<file path="src/sv/hashed_name_cache_unit_macros.svh">
// Assertion macros for the hashed name cache unit.
`ifndef HASHED_NAME_CACHE_UNIT_MACROS_SVH
`define HASHED_NAME_CACHE_UNIT_MACROS_SVH
`ifndef SYNTHESIS
// Check a property on every clock edge outside reset.
`define HNC_ASSERT(label, prop, msg) \
  label: assert property (@(posedge clk_i) disable iff (!rst_ni) prop) else $error(msg);
// Check a property on every clock edge, reset included.
`define HNC_ASSERT_RST(label, prop, msg) \
  label: assert property (@(posedge clk_i) prop) else $error(msg);
`else
`define HNC_ASSERT(label, prop, msg)
`define HNC_ASSERT_RST(label, prop, msg)
`endif
`endif

</file>
<file path="src/sv/hnc_pkg.sv">
// Shared types and constants of the hashed name cache unit.
`default_nettype none
package hnc_pkg;

  localparam int TableBits = 10;
  localparam int NameMax   = 63;
  localparam int NameBytes = 63;
  localparam int KeyW      = 8 * NameBytes;
  localparam int TblSize   = 1 << TableBits;
  localparam int CountW    = TableBits + 1;
  localparam int SlotW     = 10;
  localparam int UsedLo    = (TableBits > 5) ? 5 : TableBits - 1;
  localparam int UsedW     = 1 << UsedLo;
  localparam int UsedRows  = TblSize >> UsedLo;
  localparam int RowBits   = TableBits - UsedLo;
  localparam int QDepth    = 2;
  localparam int QPtrW     = $clog2(QDepth);

  localparam logic [31:0] FnvBasis = 32'd2166136261;
  localparam logic [31:0] FnvPrime = 32'd16777619;

  typedef enum logic [1:0] {
    ACT_LOOKUP = 2'd0,
    ACT_FILL   = 2'd1,
    ACT_CLEAR  = 2'd2,
    ACT_NONE   = 2'd3
  } action_e;

  typedef enum logic [2:0] {
    ST_HIT      = 3'd0,
    ST_RESERVED = 3'd1,
    ST_BYPASS   = 3'd2,
    ST_INVALID  = 3'd3,
    ST_DONE     = 3'd4
  } status_e;

  typedef enum logic [2:0] {
    CMD_LOOKUP  = 3'd0,
    CMD_FILL    = 3'd1,
    CMD_CLEAR   = 3'd2,
    CMD_INVALID = 3'd3,
    CMD_BYPASS  = 3'd4
  } cmd_kind_e;

  typedef struct packed {
    logic [1:0]  action;
    logic [63:0] name_word0;
    logic [63:0] name_word1;
    logic [63:0] name_word2;
    logic [63:0] name_word3;
    logic [63:0] name_word4;
    logic [63:0] name_word5;
    logic [63:0] name_word6;
    logic [63:0] name_word7;
    logic [6:0]  name_length;
    logic [9:0]  fill_slot;
    logic [63:0] fill_value;
  } req_t;

  typedef struct packed {
    logic [2:0]  status;
    logic [63:0] value;
    logic [9:0]  slot;
  } rsp_t;

  typedef struct packed {
    cmd_kind_e              kind;
    logic [KeyW-1:0]        key;
    logic [TableBits-1:0]   home;
    logic [TableBits-1:0]   fill_slot;
    logic [63:0]            value;
  } cmd_t;

  typedef struct packed {
    logic              init_busy;
    logic [CountW-1:0] used_count;
  } bstat_t;

endpackage
`default_nettype wire

</file>
<file path="src/sv/hnc_queue.sv">
// Short command queue between the front end and the table engine.
`default_nettype none
module hnc_queue (
  input  wire logic          clk_i,
  input  wire logic          rst_ni,
  input  wire logic          wr_valid_i,
  output logic               wr_ready_o,
  input  wire hnc_pkg::cmd_t wr_data_i,
  output logic               rd_valid_o,
  input  wire logic          rd_ready_i,
  output hnc_pkg::cmd_t      rd_data_o
);

  hnc_pkg::cmd_t               buf_q [hnc_pkg::QDepth];
  logic [hnc_pkg::QPtrW-1:0]   wr_ptr_q, rd_ptr_q;
  logic [hnc_pkg::QPtrW:0]     cnt_q;
  logic                        do_wr, do_rd;

  assign wr_ready_o = (cnt_q != (hnc_pkg::QPtrW + 1)'(hnc_pkg::QDepth));
  assign rd_valid_o = (cnt_q != '0);
  assign do_wr      = wr_valid_i && wr_ready_o;
  assign do_rd      = rd_ready_i && rd_valid_o;
  assign rd_data_o  = buf_q[rd_ptr_q];

  // Advance pointers and fill level
  always_ff @(posedge clk_i or negedge rst_ni) begin
    if (!rst_ni) begin
      wr_ptr_q <= '0;
      rd_ptr_q <= '0;
      cnt_q    <= '0;
    end else begin
      if (do_wr) begin
        wr_ptr_q <= wr_ptr_q + 1'b1;
      end
      if (do_rd) begin
        rd_ptr_q <= rd_ptr_q + 1'b1;
      end
      if (do_wr && !do_rd) begin
        cnt_q <= cnt_q + 1'b1;
      end else if (do_rd && !do_wr) begin
        cnt_q <= cnt_q - 1'b1;
      end
    end
  end

  // Store entries
  always_ff @(posedge clk_i) begin
    if (do_wr) begin
      buf_q[wr_ptr_q] <= wr_data_i;
    end
  end

endmodule
`default_nettype wire

</file>
<file path="config.mk">
export PLATFORM = sky130hd
export DESIGN_NAME = hnc_queue
export DESIGN_NICKNAME = d
export VERILOG_FILES = /design/src/sv/hashed_name_cache_unit_macros.svh /design/src/sv/hnc_pkg.sv /design/src/sv/hnc_queue.sv
export SDC_FILE = /design/constraint.sdc
export NUM_CORES = 1
export LEC_CHECK = 0
export ABC_AREA = 1
export BUFFER_PORTS_ARGS = -buffer_cell sky130_fd_sc_hd__clkbuf_2
export CORE_AREA = 2 2 465 467
export DETAILED_ROUTE_END_ITERATION = 6
export DIE_AREA = 0 0 467 469
export PLACE_DENSITY = 0.45
export SYNTH_ARGS = -nofsm -noshare
export SYNTH_HDL_FRONTEND = slang
export SYNTH_SLANG_ARGS = --single-unit
</file>
<file path="constraint.sdc">
create_clock -name clk_i -period 54.3 [get_ports clk_i]
set_input_delay 16.29 -clock clk_i [delete_from_list [all_inputs] [get_ports clk_i]]
set_output_delay 16.29 -clock clk_i [all_outputs]
set_load 0.05 [all_outputs]
</file>
==> reports/results.ini, run 1 <==
[logic_synthesis]
synth.area.top_cells = edfxtp_1 (81%), nand2_1 (15%), buf_6 (1.5%), buf_4 (0.81%), buf_8 (0.34%)
ys_ff_latch = 1186
yosys.cell_types.count = 16
netlist_instances = 3115
ys_warn_count = 0
synth_fp_nets = 3711
synthTopCellsByCount = nand2_1 (1,783), edfxtp_1 (1,182), buf_6 (60)
synth_top_area_cell = edfxtp_1
synth_area_um2 = 43640
synth_edf_count = 1182
synth.avg_cell_area_um2 = 14.01
async_flop_share = 0.003373
synth_most_common_cell = nand2_1
synth_top_area_share = 0.8134
synth_seq_area_share = 0.8157
synth_flop_cell = edfxtp_1

[clock_tree]
post_cts_resized = 0
hold_buffers = 0
cts_tree = done
post_cts_buffers = 0
htreeDepth = 4
clk_latency_ns = 0.79
path_clk_slew_ns = 0.06
tritoncts.num_buffers = 137
cts-root-buf = clkbuf_16
clockBufferDepth = 3
clkSinkCount = 1186

[power_and_ir_drop]
irDropWorstVdd_uv = 61.19
pwr_density_cell_nw_per_um2 = 69.83
cellLeakagePower_nw = 23.59

[global_routing]
grt.met1_usage = 0.1479
met2_usage = 0.2184
antenna_found_initial = 77
grtUsageTotal = 0.1341
grt_pass1_vias = 27250
grt_pass1_wl_mm = 207.8
grt_start_max_net_pins = 267
grt_use_met3 = 0.06976
overflow = 0
grt-busiest-layer = met2

[job]
cap_violations = 0

[run_status]
violations = slew limit
status = finished with violations

[drt]
wl_per_cell_um = 21.00
vias = 27800
routed_wl_mm = 153.4
dr.pass1.iters = 6
drc_errors = 0
drt_iter0_drc = 1791
antenna_left = 0
avgViaCountPerCell = 3.806

[final_layout]
nets = 4936
area.growth.synth_to_final_pct = 29.67
drive_gt1_frac = 0.3171
instances_no_fill = 7305
final_area_um2 = 56590

[floorplanning]
dieWidth_um = 467
dieArea_um2 = 219000
rows = 170
fp.dieH_um = 469
coreArea_um2 = 213800
io_pins = 1188
initial_utilization = 0.2041

[sta]
layout_min_cycle_time_ns = 21.43
fin_tns_setup_ns = 0
clock.fmax_mhz = 46.65
hold_slack_ns = 0.4990
tightest_slew_ns = 1.564
final.period_utilization = 0.3948
max_slew_margin = -0.04268
setup_viol = 0
grt_setup_unrepaired = false
finalClockSkew_ns = 0.04530
drv_slew = 61
finalHoldViolCount = 0

[setup_path]
startpoint = rd_ptr_q$_DFFE_PN0P_
reg2regPathDepth = 9
endpoint = rd_data_o[116]
startpoint_type = flop
worstPathRequired_ns = 38.01
regToRegStartpoint = cnt_q[0]$_DFFE_PN0P_
worstPathArrival_ns = 5.15
crit_path_end_kind = output port
reg2reg_setup_slack_ns = 48.30
reg2reg_to = buf_q[1][128]$_DFFE_PP_
crit_type = reg2out
path_max_fanout = 92

[min_path]
hp-class = reg2reg

[placement]
post_dp_cell_area_um2 = 52180
portBuffers = 1187
hpwl_mm = 111.9
gp_congestion = 0.8474
place_inst = 7039

logic make-up (layout without fill, tap and decap cells):
group | Yosys count | after routing | synth area share
DFF | 1186 | 1186 | 0.8157
other | 0 | 23 | 0
and+or+nand+nor | 1788 | 1788 | 0.1539
xor gates and xnor gates | 2 | 2 | 0.0004015
buffers and inverters | 138 | 1467 | 0.02973
adders and majority gates | 1 | 1 | 0.0002867
cell usage in the layout, fill, tap and decap left out, types with 6 or more instances in the layout:
| cell | netlist | routed |
|---|---|---|
| clkbuf_2 | 0 | 1187 |
| clkbuf_1 | 0 | 29 |
| clkinv_1 | 0 | 26 |
| nand2_1 | 1783 | 1783 |
| diode_2 | 0 | 23 |
| edfxtp_1 | 1182 | 1182 |
| clkinv_4 | 0 | 6 |
| clkbuf_16 | 0 | 139 |
| inv_1 | 6 | 6 |
| buf_4 | 47 | 26 |
| clkinv_2 | 0 | 18 |
| bufinv_16 | 0 | 9 |
critical path, cell delays in order (launching register included):
cell and delay, ns:
dfrtp_4 0.68, buf_4 0.76, buf_4 0.61, buf_4 0.76, buf_4 0.75, nand2_1 0.11, nand2_1 0.13, clkbuf_2 0.29
per-layer routing:
metal / vias up / wire (µm) / part of all wire
met1: 13290 / 56610 / 0.37
met3: 306 / 18510 / 0.12
met2: 1092 / 72180 / 0.47
met5: - / 354 / 0.0023
li1: 13060 / - / -
met4: 56 / 5740 / 0.037
registers in the layout, summed over array words and instances (netlist names):
name,flops
cnt_q,2
wr_ptr_q,1
buf_q,1182
rd_ptr_q,1
worst min-delay path by stage:
stage,from,end,slack [ns],depth (start not counted)
2_1_floorplan,cnt_q[1]$_DFFE_PN0P_,cnt_q[1]$_DFFE_PN0P_,0.46,2
3_3_place_gp,cnt_q[1]$_DFFE_PN0P_,cnt_q[1]$_DFFE_PN0P_,0.48,2
3_5_place_dp,cnt_q[0]$_DFFE_PN0P_,cnt_q[0]$_DFFE_PN0P_,0.49,1
4_1_cts,cnt_q[0]$_DFFE_PN0P_,cnt_q[0]$_DFFE_PN0P_,0.50,1
5_1_grt,cnt_q[0]$_DFFE_PN0P_,cnt_q[0]$_DFFE_PN0P_,0.54,1
6_report,cnt_q[0]$_DFFE_PN0P_,cnt_q[0]$_DFFE_PN0P_,0.50,1
report_power, final:
group | internal, mW | switching, mW
Clock | 0.520 | 0.381
Combinational | 0.280 | 1.47
Sequential | 1.25 | 0.0465
Total | 2.05 | 1.90
final cells by class:
class | instances | area, µm²
sequential | 1186 | 35600
antenna | 23 | 57.56
clock inverter | 72 | 721.9
clock buffer | 171 | 3628
timing repair buffer | 1217 | 6216
fill | 22380 | 157200
multi-input combinational | 1791 | 6761
tap | 2838 | 3551
inverter | 7 | 52.55
metrics by stage:
stage	worst slack, ns	utilization	power [mW]
3_3_place_gp	32.39	0.2441	3.108
5_1_grt	32.45	0.2645	4.146
6_report	32.87	0.2647	3.952
2_1_floorplan	11.86	-	2.835
3_5_place_dp	32.37	0.2441	3.108
4_1_cts	32.73	0.2644	4.028
Power figures use the tool's default switching activity.
==> run 2, diff against run 1 <==
- CORE_AREA: 2 2 465 467 -> 2 2 468 470
- DIE_AREA: 0 0 467 469 -> 0 0 470 472
- clock period: 54.3 -> 20.7 ns (I/O delays scaled with it)
==> run 2 against run 1 <==
  * Sequential cell count is the same
  * Global-route usage is 0.054 points lower
  * Critical path depth down 1
  * Hold slack improved by 0.0071 ns
  * Die area is 1.3% higher
  * Combinational power increased to 2.6 times the previous value
  * Cell count up 0.18%
  * Critical path type unchanged
  * First-iteration DRC count fell by 9.7%
  * The run now ends clean
  * Clock skew is 0.010 ns lower
  * Routed wire length rose by 0.25%
  * Largest cell class unchanged
==> reports/results.ini, run 2 (synthesized netlist as in run 1, its figures left out) <==
[final_layout]
nets = 4939  ; +0.061%
reg_top3 = buf_q (1182), cnt_q (2)
mostFrequentLayoutCells = nand2_1 (1,783), clkbuf_2 (1,187), edfxtp_1 (1,182), clkbuf_16 (139), clkbuf_1 (30)
instances_no_fill = 7318  ; +0.18%
regMostFlops = buf_q
final_common_cell = nand2_1
nFillCells = 22720  ; +1.5%
area.growth.synth_to_final_pct = 29.86
largest_register_ffs = 1182  ; unchanged
final_area_um2 = 56670  ; +0.15%
drive_gt1_frac = 0.3181  ; +0.001064

[placement]
place_inst = 7058  ; +0.27%
post_dp_cell_area_um2 = 52220  ; about the same
portBuffers = 1187  ; unchanged
hpwl_mm = 112.7  ; +0.71%
gp_congestion = 0.8711  ; +2.8%
pre_cts_ws_ns = 10.03  ; -22.35 ns

[global_routing]
grt_start_max_net_pins = 221  ; -17%
grt_pass1_wl_mm = 211.7  ; +1.9%
grt-busiest-layer = met2
grtUsageTotal = 0.1335  ; -0.0005372
antenna_found_initial = 60  ; -22%
grt.met1_usage = 0.1514  ; +0.003487
grt_pass1_vias = 27550  ; +1.1%
grt_use_met3 = 0.06250  ; -0.007263
met2_usage = 0.2217  ; +0.003349
overflow = 0  ; unchanged

[drt]
routed_wl_mm = 153.8  ; +0.25%
wl_per_cell_um = 21.01  ; about the same
drc_errors = 0  ; unchanged
antenna_left = 0  ; unchanged
avgViaCountPerCell = 3.833  ; +0.72%
drt_iter0_drc = 1617  ; -9.7%
vias = 28050  ; +0.90%
dr.pass1.iters = 4  ; -2

[sta]
setup_viol = 0  ; unchanged
finalClockSkew_ns = 0.03492  ; -0.01038 ns
grt_setup_unrepaired = false
finalHoldViolCount = 0  ; unchanged
drv_slew = 0  ; -100%
fin_tns_setup_ns = 0  ; unchanged
fin_ws_ns = 9.805  ; -23.06 ns
layout_min_cycle_time_ns = 10.90
tightest_slew_ns = 1.158  ; -0.4060 ns
clock.fmax_mhz = 91.78
max_slew_margin = 0.2280  ; +0.2707
final.period_utilization = 0.5263

[clock_tree]
htreeDepth = 4  ; unchanged
path_clk_slew_ns = 0.06  ; about the same
clockBufferDepth = 3  ; unchanged
clkSinkCount = 1186  ; unchanged
clk_latency_ns = 0.75  ; -0.04 ns
cts_tree = done
tritoncts.num_buffers = 137  ; unchanged
post_cts_resized = 0  ; unchanged
hold_buffers = 0  ; unchanged
post_cts_buffers = 0  ; unchanged
cts-root-buf = clkbuf_16

[floorplanning]
dieArea_um2 = 221800  ; +1.3%
io_pins = 1188  ; unchanged
initial_utilization = 0.2015  ; -0.002598
rows = 171  ; +0.59%
coreArea_um2 = 216500  ; +1.3%
fp.dieH_um = 472  ; +0.64%
dieWidth_um = 470  ; +0.64%

[min_path]
hp-class = reg2reg

[power_and_ir_drop]
power_mw = 10.39  ; +160%
cellLeakagePower_nw = 23.62  ; +0.12%
pwr_density_cell_nw_per_um2 = 183.3  ; +160%
irDropWorstVdd_uv = 140.8  ; +130%

[setup_path]
path_max_fanout = 71  ; -23%
worstPathArrival_ns = 4.69  ; -0.46 ns
worstPathRequired_ns = 14.49  ; -23.52 ns
crit_type = reg2out
crit_path_end_kind = output port
startpoint_type = flop

[job]
cap_violations = 0  ; unchanged

[run_status]
status = finished, final reports clean

[run 2: cell types whose count changed in the layout (fill, tap and decap cells not counted), moves of 2 or more]
cell        previous run  this run
clkinv_4               6         2
inv_16                 3         1
inv_6                  4         2
clkinvlp_4             1         3
buf_4                 26        29
clkbuf_8               3         0
diode_2               23        16
clkinv_1              26        23
clkinv_2              18        25
clkinv_16              3         8
[run 2: through the flow]
step | utilization | hold slack (ns)
6_report | 0.2617 | 0.5061
5_1_grt | 0.2616 | 0.5313
4_1_cts | 0.2615 | 0.5101
3_5_place_dp | 0.2412 | 0.4959
3_3_place_gp | 0.2412 | 0.4783
2_1_floorplan | - | 0.4625
[run 2: worst paths after layout]
path                                       from                 endpoint  slack (ns)  depth (start not counted)
setup / recovery           rd_ptr_q$_DFFE_PN0P_           rd_data_o[166]        9.80                          6
hold / removal             cnt_q[1]$_DFFE_PN0P_     cnt_q[1]$_DFFE_PN0P_        0.51                          2
setup reg to reg           cnt_q[0]$_DFFE_PN0P_  buf_q[0][137]$_DFFE_PP_       15.88                          8
hold reg to reg            cnt_q[1]$_DFFE_PN0P_     cnt_q[1]$_DFFE_PN0P_        0.51                          2
max in group asynchronous                rst_ni     rd_ptr_q$_DFFE_PN0P_       15.27                          1
min in group asynchronous                rst_ni     wr_ptr_q$_DFFE_PN0P_        5.27                          1
[run 2: cell type report]
cell class | count | area [µm²] | share of cell area
flip-flops and latches | 1186 | 35600 | 0.6282
multi-input cells | 1791 | 6761 | 0.1193
repair buffers | 1220 | 6238 | 0.1101
clock buffers | 169 | 3591 | 0.06337
well taps | 2854 | 3571 | 0.06301
clock inverters | 75 | 818.3 | 0.01444
inverters | 7 | 52.55 | 0.0009273
diodes | 16 | 40.04 | 0.0007065
[run 2: metal layers]
metal | part of all wire | wire [µm] | vias up
met2 | 0.48 | 73860 | 1128
met3 | 0.10 | 16090 | 262
met5 | 0.0020 | 305 | -
met1 | 0.38 | 59180 | 13550
met4 | 0.028 | 4333 | 46
li1 | - | - | 13060
[run 2: critical path, stage by stage, from the launching register on]
cell      delay (ns)
dfrtp_4         0.87
buf_4           0.73
buf_4           0.66
buf_4           0.78
nand2_1         0.10
nand2_1         0.19
clkbuf_2        0.31
[run 2: where the power goes]
| part | total (mW) | switching, mW | internal (mW) |
|---|---|---|---|
| sequential | 3.42 | 0.135 | 3.29 |
| combinational | 4.61 | 3.87 | 0.733 |
| clock | 2.36 | 1.00 | 1.36 |
| total | 10.4 | 5.01 | 5.38 |
