**src/sv/hashed_name_cache_unit_macros.svh**
```systemverilog
// Assertion macros for the hashed name cache unit.
`ifndef HASHED_NAME_CACHE_UNIT_MACROS_SVH
`define HASHED_NAME_CACHE_UNIT_MACROS_SVH
`ifndef SYNTHESIS
// Check a property on every clock edge outside reset.
`define HNC_ASSERT(label, prop, msg) \
  label: assert property (@(posedge clk_i) disable iff (!rst_ni) prop) else $error(msg);
// Check a property on every clock edge, reset included.
`define HNC_ASSERT_RST(label, prop, msg) \
  label: assert property (@(posedge clk_i) prop) else $error(msg);
`else
`define HNC_ASSERT(label, prop, msg)
`define HNC_ASSERT_RST(label, prop, msg)
`endif
`endif

```
**src/sv/hnc_pkg.sv**
```systemverilog
// Shared types and constants of the hashed name cache unit.
`default_nettype none
package hnc_pkg;

  localparam int TableBits = 10;
  localparam int NameMax   = 63;
  localparam int NameBytes = 63;
  localparam int KeyW      = 8 * NameBytes;
  localparam int TblSize   = 1 << TableBits;
  localparam int CountW    = TableBits + 1;
  localparam int SlotW     = 10;
  localparam int UsedLo    = (TableBits > 5) ? 5 : TableBits - 1;
  localparam int UsedW     = 1 << UsedLo;
  localparam int UsedRows  = TblSize >> UsedLo;
  localparam int RowBits   = TableBits - UsedLo;
  localparam int QDepth    = 2;
  localparam int QPtrW     = $clog2(QDepth);

  localparam logic [31:0] FnvBasis = 32'd2166136261;
  localparam logic [31:0] FnvPrime = 32'd16777619;

  typedef enum logic [1:0] {
    ACT_LOOKUP = 2'd0,
    ACT_FILL   = 2'd1,
    ACT_CLEAR  = 2'd2,
    ACT_NONE   = 2'd3
  } action_e;

  typedef enum logic [2:0] {
    ST_HIT      = 3'd0,
    ST_RESERVED = 3'd1,
    ST_BYPASS   = 3'd2,
    ST_INVALID  = 3'd3,
    ST_DONE     = 3'd4
  } status_e;

  typedef enum logic [2:0] {
    CMD_LOOKUP  = 3'd0,
    CMD_FILL    = 3'd1,
    CMD_CLEAR   = 3'd2,
    CMD_INVALID = 3'd3,
    CMD_BYPASS  = 3'd4
  } cmd_kind_e;

  typedef struct packed {
    logic [1:0]  action;
    logic [63:0] name_word0;
    logic [63:0] name_word1;
    logic [63:0] name_word2;
    logic [63:0] name_word3;
    logic [63:0] name_word4;
    logic [63:0] name_word5;
    logic [63:0] name_word6;
    logic [63:0] name_word7;
    logic [6:0]  name_length;
    logic [9:0]  fill_slot;
    logic [63:0] fill_value;
  } req_t;

  typedef struct packed {
    logic [2:0]  status;
    logic [63:0] value;
    logic [9:0]  slot;
  } rsp_t;

  typedef struct packed {
    cmd_kind_e              kind;
    logic [KeyW-1:0]        key;
    logic [TableBits-1:0]   home;
    logic [TableBits-1:0]   fill_slot;
    logic [63:0]            value;
  } cmd_t;

  typedef struct packed {
    logic              init_busy;
    logic [CountW-1:0] used_count;
  } bstat_t;

endpackage
`default_nettype wire

```
**src/sv/hnc_front.sv**
```systemverilog
// Front end: accept transactions, classify names and hash them byte by byte.
`default_nettype none
module hnc_front (
  input  wire logic          clk_i,
  input  wire logic          rst_ni,
  input  wire logic          push,
  output logic               full,
  input  wire hnc_pkg::req_t req_i,
  input  wire logic          hold_i,
  output logic               cmd_valid_o,
  input  wire logic          cmd_ready_i,
  output hnc_pkg::cmd_t      cmd_o
);

  typedef enum logic [2:0] {
    F_IDLE = 3'b001,
    F_HASH = 3'b010,
    F_SEND = 3'b100
  } fstate_e;

  fstate_e               state_q, state_d;
  hnc_pkg::cmd_t         cmd_q, cmd_d;
  logic [31:0]           hash_q, hash_d;
  logic [5:0]            idx_q, idx_d;
  logic [5:0]            last_q, last_d;

  logic                  accept;
  logic [hnc_pkg::KeyW-1:0] name_all;
  logic [hnc_pkg::KeyW-1:0] key_c;
  logic [6:0]            scan;
  logic [6:0]            len_c;
  hnc_pkg::cmd_kind_e    kind_c;
  logic [7:0]            cur_byte;
  logic [31:0]           mix;

  assign full        = (state_q != F_IDLE) || hold_i;
  assign accept      = push && !full;
  assign cmd_valid_o = (state_q == F_SEND);
  assign cmd_o       = cmd_q;

  // Gather the name bytes; the top byte of the last word is never used
  assign name_all = {req_i.name_word7[55:0], req_i.name_word6, req_i.name_word5,
                     req_i.name_word4, req_i.name_word3, req_i.name_word2,
                     req_i.name_word1, req_i.name_word0};

  // Find the name end: first zero byte inside the requested length
  always_comb begin
    scan  = (req_i.name_length < 7'(hnc_pkg::NameBytes)) ? req_i.name_length
                                                         : 7'(hnc_pkg::NameBytes);
    len_c = req_i.name_length;
    for (int i = hnc_pkg::NameBytes - 1; i >= 0; i--) begin
      if ((7'(i) < scan) && (name_all[8*i +: 8] == 8'h00)) begin
        len_c = 7'(i);
      end
    end
    for (int i = 0; i < hnc_pkg::NameBytes; i++) begin
      key_c[8*i +: 8] = (7'(i) < len_c) ? name_all[8*i +: 8] : 8'h00;
    end
  end

  // Sort the transaction into a command kind
  always_comb begin
    case (req_i.action)
      hnc_pkg::ACT_FILL:  kind_c = hnc_pkg::CMD_FILL;
      hnc_pkg::ACT_CLEAR: kind_c = hnc_pkg::CMD_CLEAR;
      hnc_pkg::ACT_LOOKUP: begin
        if (len_c == 7'd0) begin
          kind_c = hnc_pkg::CMD_INVALID;
        end else if (len_c > 7'(hnc_pkg::NameMax)) begin
          kind_c = hnc_pkg::CMD_BYPASS;
        end else begin
          kind_c = hnc_pkg::CMD_LOOKUP;
        end
      end
      default: kind_c = hnc_pkg::CMD_INVALID;
    endcase
  end

  // One FNV-1a round per cycle
  assign cur_byte = cmd_q.key[8*idx_q +: 8];
  assign mix      = hash_q ^ {24'd0, cur_byte};

  always_comb begin
    state_d = state_q;
    cmd_d   = cmd_q;
    hash_d  = hash_q;
    idx_d   = idx_q;
    last_d  = last_q;
    case (state_q)
      F_IDLE: begin
        if (accept) begin
          cmd_d.kind      = kind_c;
          cmd_d.key       = key_c;
          cmd_d.home      = '0;
          cmd_d.fill_slot = hnc_pkg::TableBits'(req_i.fill_slot);
          cmd_d.value     = req_i.fill_value;
          hash_d          = hnc_pkg::FnvBasis;
          idx_d           = 6'd0;
          last_d          = 6'(len_c - 7'd1);
          state_d         = (kind_c == hnc_pkg::CMD_LOOKUP) ? F_HASH : F_SEND;
        end
      end
      F_HASH: begin
        hash_d = mix * hnc_pkg::FnvPrime;
        if (idx_q == last_q) begin
          cmd_d.home = hash_d[hnc_pkg::TableBits-1:0];
          state_d    = F_SEND;
        end else begin
          idx_d = idx_q + 6'd1;
        end
      end
      F_SEND: begin
        if (cmd_ready_i) begin
          state_d = F_IDLE;
        end
      end
      default: state_d = F_IDLE;
    endcase
  end

  // Hold control state under reset
  always_ff @(posedge clk_i or negedge rst_ni) begin
    if (!rst_ni) begin
      state_q <= F_IDLE;
    end else begin
      state_q <= state_d;
    end
  end

  // Advance the payload
  always_ff @(posedge clk_i) begin
    cmd_q  <= cmd_d;
    hash_q <= hash_d;
    idx_q  <= idx_d;
    last_q <= last_d;
  end

endmodule
`default_nettype wire

```
**config.mk**
```make
export PLATFORM = sky130hd
export DESIGN_NAME = hnc_front
export DESIGN_NICKNAME = d
export VERILOG_FILES = /design/src/sv/hashed_name_cache_unit_macros.svh /design/src/sv/hnc_pkg.sv /design/src/sv/hnc_front.sv
export SDC_FILE = /design/constraint.sdc
export NUM_CORES = 1
export LEC_CHECK = 0
export BUFFER_PORTS_ARGS = -buffer_cell sky130_fd_sc_hd__buf_2
export CAP_MARGIN = 20
export CORE_AREA = 2 2 461 463
export CTS_BUF_LIST = sky130_fd_sc_hd__clkbuf_8
export CTS_CLUSTER_DIAMETER = 30
export DETAILED_ROUTE_END_ITERATION = 8
export DIE_AREA = 0 0 463 465
export GPL_TIMING_DRIVEN = 1
export SLEW_MARGIN = 25
export SYNTH_ARGS = -nofsm -noshare
export SYNTH_HDL_FRONTEND = slang
export SYNTH_SLANG_ARGS = --single-unit
```
**constraint.sdc**
```tcl
create_clock -name clk_i -period 14.6 [get_ports clk_i]
set_input_delay 2.19 -clock clk_i [delete_from_list [all_inputs] [get_ports clk_i]]
set_output_delay 2.19 -clock clk_i [all_outputs]
set_load 0.05 [all_outputs]
```
==> results.txt, run 1 <==
Core Region - 0.211 mm2
Die Y - 465 um
vias in the first global route - 28600
reg2reg end - cmd_o[83]$_DFFE_PP_
post-CTS resize count - 0
CTS Buf Count - 187
Max Cap Violations - 0
most common cell after layout, fill and taps aside - buf_2
layout cells sized above 1 - 48.7%
initial antenna violation count - 197
leakage - 17.5 nW
Die W - 463 um
Post-synth top flop - edfxtp_1
Worst Setup Start Kind - input port
Sw Pwr - 2.25 mW
# rows - 169
Tot GR Track Use - 22.0%
Fin Clk Skew - 35.8 ps
I/O Buffers - 1184
fin area - 0.0457 mm2
synthesized instance count - 2241
status - complete, no violations
post-CTS setup buffers - 0
Net count, final - 4204
Yosys reg bits - 616
Gate power share - 22.2%
Clk pwr share - 43.9%
CTS root buffer - clkbuf_8
Die Area - 0.215 mm2
unrepaired setup endpoints after global routing - no
fin util - 21.7%
worst r2r src - idx_q[0]$_SDFFCE_PN0P_
Syn Std Cell Area - 0.0314 mm2
TritonCTS clock tree - built
fin crit share - 53.2%
Vias - 29300
setup TNS - 0 ps
clock slew at reported path FFs - 60 ps
cell-internal power - 4.23 mW
CTS HTree Levels - 4
Worst Hold Launch - state_q[2]$_DFFE_PN0P_
endpoints failing hold - 0
synth unique cells - 91
WP data required - 15330 ps
Final setup viols - 0
hold buffer count at cts - 0
sequential share of power - 33.9%
DR DRC count - 0
drt first pass iters - 6
most frequent cells in the layout - 1184 x buf_2, 613 x edfxtp_1, 189 x clkbuf_8
clock buffer depth - 3
CTS Sinks - 616
Worst R2R Path Depth - 21
Worst Hold Path EP - state_q[0]$_DFFE_PN1P_
fin. max-slew vios - 0
FF-to-FF setup slack - 6960 ps
Yosys Warn Count - 0
Ports - 1193
first-pass GRT wire length - 306000 um
EDFF count, synth - 613
Seq/Total Area, Yosys - 58.9%
CP Max Fanout - 40
syn_area_per_cell - 14.0 um2
CP Capture Type - flip-flop
Sw Share - 34.8%
Fmax - 129 MHz
DR iter-0 viols - 3075
drt wl/cell - 37.0 um
Clk Latency, worst-skew pair - 960 ps
Synth async-reset ratio - 0.487%
worst-margin pin slew - 1180 ps
fin crit period - 7770 ps
DP HPWL - 207000 um
WHS Path Cells - 3
syn_nets - 2881
Area Overhead vs Synth - 45.7%
VDD IR-drop max - 0.0925 mV
Power Density - 142 mW/mm2
largest net degree at the start of global routing - 78
via/cell ratio - 4.41
Setup Crit Path Kind - input port to flip-flop
Placed Area - 0.0412 mm2
Max-Slew Margin vs Limit - 20.5%
routed wire length - 246000 um
WP data arrival - 8500 ps
grt total ovfl - 0
Final ANT Viol Nets - 0
starting density of the core - 14.9%
Final Wtd Congestion - 0.985
min-delay worst type - flip-flop to flip-flop
-- stage by stage --
stage	cells	total power, mW	hold slack, ps	worst slack, ps
floorplan	2241	3.05	542	2950
global placement	6195	3.67	596	5980
detailed placement	6195	3.68	603	5780
CTS	6546	6.55	614	6850
global route	6578	6.72	688	6660
finish	6643	6.48	617	6830
-- sequential cells by signal, indices dropped and copies added, names as in the netlist --
name and count:
idx_q 6, hash_q 10, state_q 3, last_q 6, cmd_o 591
-- synth_stat cells (16+ instances only) --
| cell type | number | area, um2 |
|---|---|---|
| a21oi_1 | 48 | 240 |
| and3_1 | 42 | 263 |
| mux4_2 | 152 | 3420 |
| a211oi_1 | 17 | 128 |
| mux2i_1 | 16 | 160 |
| nor4_1 | 113 | 707 |
| o211ai_1 | 21 | 158 |
| o31a_1 | 18 | 158 |
| o211a_1 | 35 | 350 |
| nor2b_1 | 122 | 763 |
| clkbuf_1 | 69 | 259 |
| buf_2 | 40 | 200 |
| nor2_1 | 103 | 387 |
| ha_1 | 37 | 463 |
| nor3b_1 | 34 | 255 |
| edfxtp_1 | 613 | 18400 |
| and2_1 | 106 | 663 |
| or4_1 | 25 | 188 |
| inv_1 | 23 | 86.3 |
| xnor2_1 | 24 | 210 |
| o21ai_0 | 40 | 200 |
| a21boi_0 | 94 | 706 |
| nand2_1 | 143 | 537 |
| buf_1 | 22 | 82.6 |
| nand3_1 | 24 | 120 |
| o311a_1 | 18 | 180 |
| nor3_1 | 28 | 140 |
-- area by class of cell --
| cell class | count | area (um2) |
|---|---|---|
| Fill cell | 22800 | 165000 |
| Sequential cell | 616 | 18500 |
| Multi-Input combinational cell | 1466 | 12500 |
| Timing Repair Buffer | 1269 | 6610 |
| Tap cell | 2821 | 3530 |
| Clock buffer | 189 | 2600 |
| Clock inverter | 162 | 1670 |
| Antenna cell | 96 | 240 |
| Inverter | 24 | 93.8 |
-- worst max path at each step --
stage               slack [ps]                    from                  endpoint  cells after the start
floorplan                 2950                  hold_i        cmd_o[0]$_DFFE_PP_                      3
global placement          5980               req_i[80]  cmd_o[579]$_SDFFCE_PP0P_                     12
detailed placement        5780               req_i[80]  cmd_o[578]$_SDFFCE_PP0P_                     12
CTS                       6850               req_i[80]  cmd_o[578]$_SDFFCE_PP0P_                     12
global route              6660  idx_q[0]$_SDFFCE_PN0P_       cmd_o[83]$_DFFE_PP_                     21
finish                    6830               req_i[80]  cmd_o[578]$_SDFFCE_PP0P_                     12
-- power groups by stage --
stage	Clock (mW)	Sequential, mW	Combinational [mW]
finish	2.85	2.20	1.44
global route	3.00	2.20	1.52
detailed placement	0	2.23	1.44
floorplan	0	2.53	0.518
global placement	0	2.23	1.44
CTS	2.90	2.20	1.45
-- layer usage --
metal	vias up	global-route usage [%]	share of wire [%]
met4	126	9.01	4.5
met1	14600	26.2	39
li1	11900	-	-
met5	-	0	0.33
met3	507	10.6	12
met2	2111	33.9	44
-- kinds of logic after synthesis --
| group | synth area share [%] |
|---|---|
| DFF | 58.9 |
| AOI/OAI and AO/OA | 10.4 |
| muxes | 11.6 |
| buffers and inverters | 2.12 |
| and+or+nand+nor | 14.4 |
| adders and majority gates | 1.67 |
| xor gates and xnor gates | 1.00 |
-- critical path: stages --
cell and delay, ps:
buf_2 100, buf_4 260, or4_1 970, o211ai_1 640
nand2_2 160, nor4_4 910, nand4_2 540, or3_1 620
nor2_2 820, a31oi_1 490, buf_4 310, nor2b_1 340
Power figures use the tool's default switching activity.
==> run 2, diff against run 1 <==
- ABC_AREA: default -> 1
- CORE_AREA: 2 2 461 463 -> 2 2 471 473
- DIE_AREA: 0 0 463 465 -> 0 0 473 475
- clock period: 14.6 -> 7.8 ns (I/O delays scaled with it)
==> results.txt, run 2 <==
Tot GR Track Use - 20.8% (-1.2 points)
CTS root buffer - clkbuf_8
CTS HTree Levels - 4 (unchanged)
reg2reg end - cmd_o[83]$_DFFE_PP_
grt total ovfl - 0 (unchanged)
Max-Slew Margin vs Limit - 27.4% (+6.9 points)
routed wire length - 244000 um (-0.63%)
Yosys Warn Count - 0 (unchanged)
most common cell after layout, fill and taps aside - buf_2
Vias - 32600 (+11%)
Net count, final - 5349 (+27%)
worst-margin pin slew - 1080 ps (-102 ps)
CP Max Fanout - 57 (+43%)
number of flip-flops in the largest register - 591 (unchanged)
Core Region - 0.219 mm2 (+3.9%)
Worst R2R Path Depth - 19 (-9.5%)
fin area - 0.0462 mm2 (+1.0%)
Commonest cells post-synth - 674 x nor2_1, 613 x edfxtp_1, 589 x inv_1, 269 x nand2_1, 235 x o21ai_0
WHS Path Cells - 1 (-2)
crit path max-delay cell type - buf_4
Placed Area - 0.0422 mm2 (+2.6%)
layout cells sized above 1 - 36.2% (-13 points)
synth unique cells - 57 (-37%)
Worst Setup Start Kind - flip-flop
VDD IR-drop max - 0.169 mV (+83%)
Final Wtd Congestion - 0.959 (-2.5%)
hold buffer count at cts - 1 (+1)
Area Overhead vs Synth - 49.3%
worst r2r src - idx_q[0]$_SDFFCE_PN0P_
Most common cell on crit path - ha_1
syn_area_per_cell - 9.60 um2 (-31%)
Power Density - 298 mW/mm2 (+110%)
Die Y - 475 um (+2.2%)
Synth async-reset ratio - 0.487% (unchanged)
setup TNS - 0 ps (unchanged)
FF-to-FF setup slack - 760 ps (-6200 ps)
endpoints failing hold - 0 (unchanged)
TritonCTS clock tree - built
Fin Clk Skew - 60.3 ps (+24.5 ps)
WP data required - 8560 ps (-6770 ps)
ranking of synthesized cells by area - edfxtp_1 59%, nor2_1 8.2%, inv_1 7.1%, o21ai_0 3.8%, nand2_1 3.3%
DR DRC count - 0 (unchanged)
Die W - 473 um (+2.2%)
CP peak stage delay - 710 ps (-260 ps)
clock slew at reported path FFs - 60 ps (about the same)
Worst Hold Path EP - cmd_o[60]$_DFFE_PP_
most frequent cells in the layout - 1186 x buf_2, 670 x nor2_1, 613 x edfxtp_1
Fmax - 142 MHz
Seq/Total Area, Yosys - 59.7% (+0.84 points)
CTS Sinks - 616 (unchanged)
fin crit share - 90.3%
first-pass GRT wire length - 306000 um (about the same)
vias in the first global route - 32000 (+12%)
drt first pass iters - 6 (unchanged)
Die Area - 0.225 mm2 (+4.4%)
fin crit period - 7040 ps
DR iter-0 viols - 3038 (-1.2%)
DP HPWL - 205000 um (-0.76%)
Clk Latency, worst-skew pair - 940 ps (-20 ps)
status - complete, no violations
WP data arrival - 7800 ps (-700 ps)
count leader, synth - nor2_1
post-CTS resize count - 0 (unchanged)
top cell type's share of synthesized area - 59.5% (+0.83 points)
clock buffer depth - 3 (unchanged)
Ports - 1193 (unchanged)
Final setup viols - 0 (unchanged)
drt wl/cell - 31.3 um (-15%)
EDFF count, synth - 613 (unchanged)
synthesized instance count - 3223 (+44%)
Max Cap Violations - 0 (unchanged)
via/cell ratio - 4.19 (-5.0%)
# rows - 172 (+1.8%)
Setup Crit Path Kind - flip-flop to flip-flop
CTS Buf Count - 174 (-7.0%)
Syn Std Cell Area - 0.0310 mm2 (-1.4%)
post-CTS setup buffers - 0 (unchanged)
Total Power - 13.7 mW (+110%)
initial antenna violation count - 112 (-43%)
Post-synth top flop - edfxtp_1
largest net degree at the start of global routing - 179 (+130%)
unrepaired setup endpoints after global routing - no
syn_nets - 3863 (+34%)
Synth area leader - edfxtp_1
starting density of the core - 14.1% (-0.76 points)
fin. max-slew vios - 0 (unchanged)
Worst Hold Launch - req_i[60]
Critical Path, Cell by Cell - buf_4 > o21ai_0 > o21ai_0 > nand3_1 > a32o_1 > o21ai_0 > xor2_1 > ha_1 > ha_1 > ha_1 > ha_1 > inv_1 > fa_1 > inv_1 > ha_1 > a21oi_1 > xor2_1 > o21ai_0 > a21oi_1
Yosys reg bits - 616 (unchanged)
Final ANT Viol Nets - 0 (unchanged)
leakage - 20.4 nW (+17%)
CP Capture Type - flip-flop
I/O Buffers - 1184 (unchanged)
min-delay worst type - input port to flip-flop
run 2: worst max-delay path by stage:
stage	start	end	slack (ps)	depth (start not counted)
3_3_place_gp	req_i[132]	cmd_o[590]$_DFFE_PP_	290	76
5_1_grt	idx_q[0]$_SDFFCE_PN0P_	cmd_o[83]$_DFFE_PP_	530	19
6_report	idx_q[0]$_SDFFCE_PN0P_	cmd_o[83]$_DFFE_PP_	760	19
2_1_floorplan	hold_i	cmd_o[74]$_DFFE_PP_	-3960	4
3_5_place_dp	req_i[79]	cmd_o[112]$_SDFFCE_PP0P_	610	22
4_1_cts	idx_q[0]$_SDFFCE_PN0P_	cmd_o[83]$_DFFE_PP_	840	22
run 2: metal layers:
metal	global-route usage, %	wire [um]	part of all wire [%]	vias to the layer above
met2	33.9	112000	46	1979
li1	-	-	-	14200
met1	24.8	95300	39	16000
met4	7.55	9540	3.9	54
met5	0	336	0.14	-
met3	7.88	26600	11	413
run 2: layout make-up:
cell class / count / area (um2)
fillers: 24300 / 173000
flip-flops and latches: 616 / 18500
multi-input cells: 1885 / 9810
repair buffers: 1419 / 8070
well taps: 2871 / 3590
clock buffers: 175 / 2410
inverters: 613 / 2310
clock inverters: 152 / 1380
diodes: 56 / 140
run 2: worst max-delay path: cells and delay by family, from the launching register on:
kind	cells	cell delay, ps
flops	1	640
compound gates	7	2240
buf+inv	3	800
simple gates	1	400
fa+ha+maj	6	2020
xor+xnor	2	650
run 2: power breakdown:
group / total, mW / leakage, nW / internal (mW) / switching, mW
Combinational: 4.47 / 12.8 / 1.09 / 3.38
Clock: 4.79 / 1.94 / 2.79 / 2.00
Sequential: 4.49 / 5.73 / 4.19 / 0.307
run 2: cells by family after synthesis:
kind of cell / Yosys count / share of synthesized area (%)
xor gates and xnor gates: 29 / 0.821
AOI/OAI and AO/OA: 582 / 12.1
buffers and inverters: 722 / 8.78
adders and majority gates: 40 / 1.69
and+or+nand+nor: 1234 / 16.9
DFF: 616 / 59.7
run 2: through the flow:
stage / utilization (%) / worst slack (ps) / hold slack, ps / cells
detailed placement: 19.3 / 609 / 694 / 7402
global placement: 19.3 / 291 / 653 / 7400
CTS: 21.0 / 835 / 295 / 7730
floorplan: - / -3960 / 606 / 3223
finish: 21.1 / 757 / 437 / 7787
global route: 21.0 / 532 / 324 / 7748
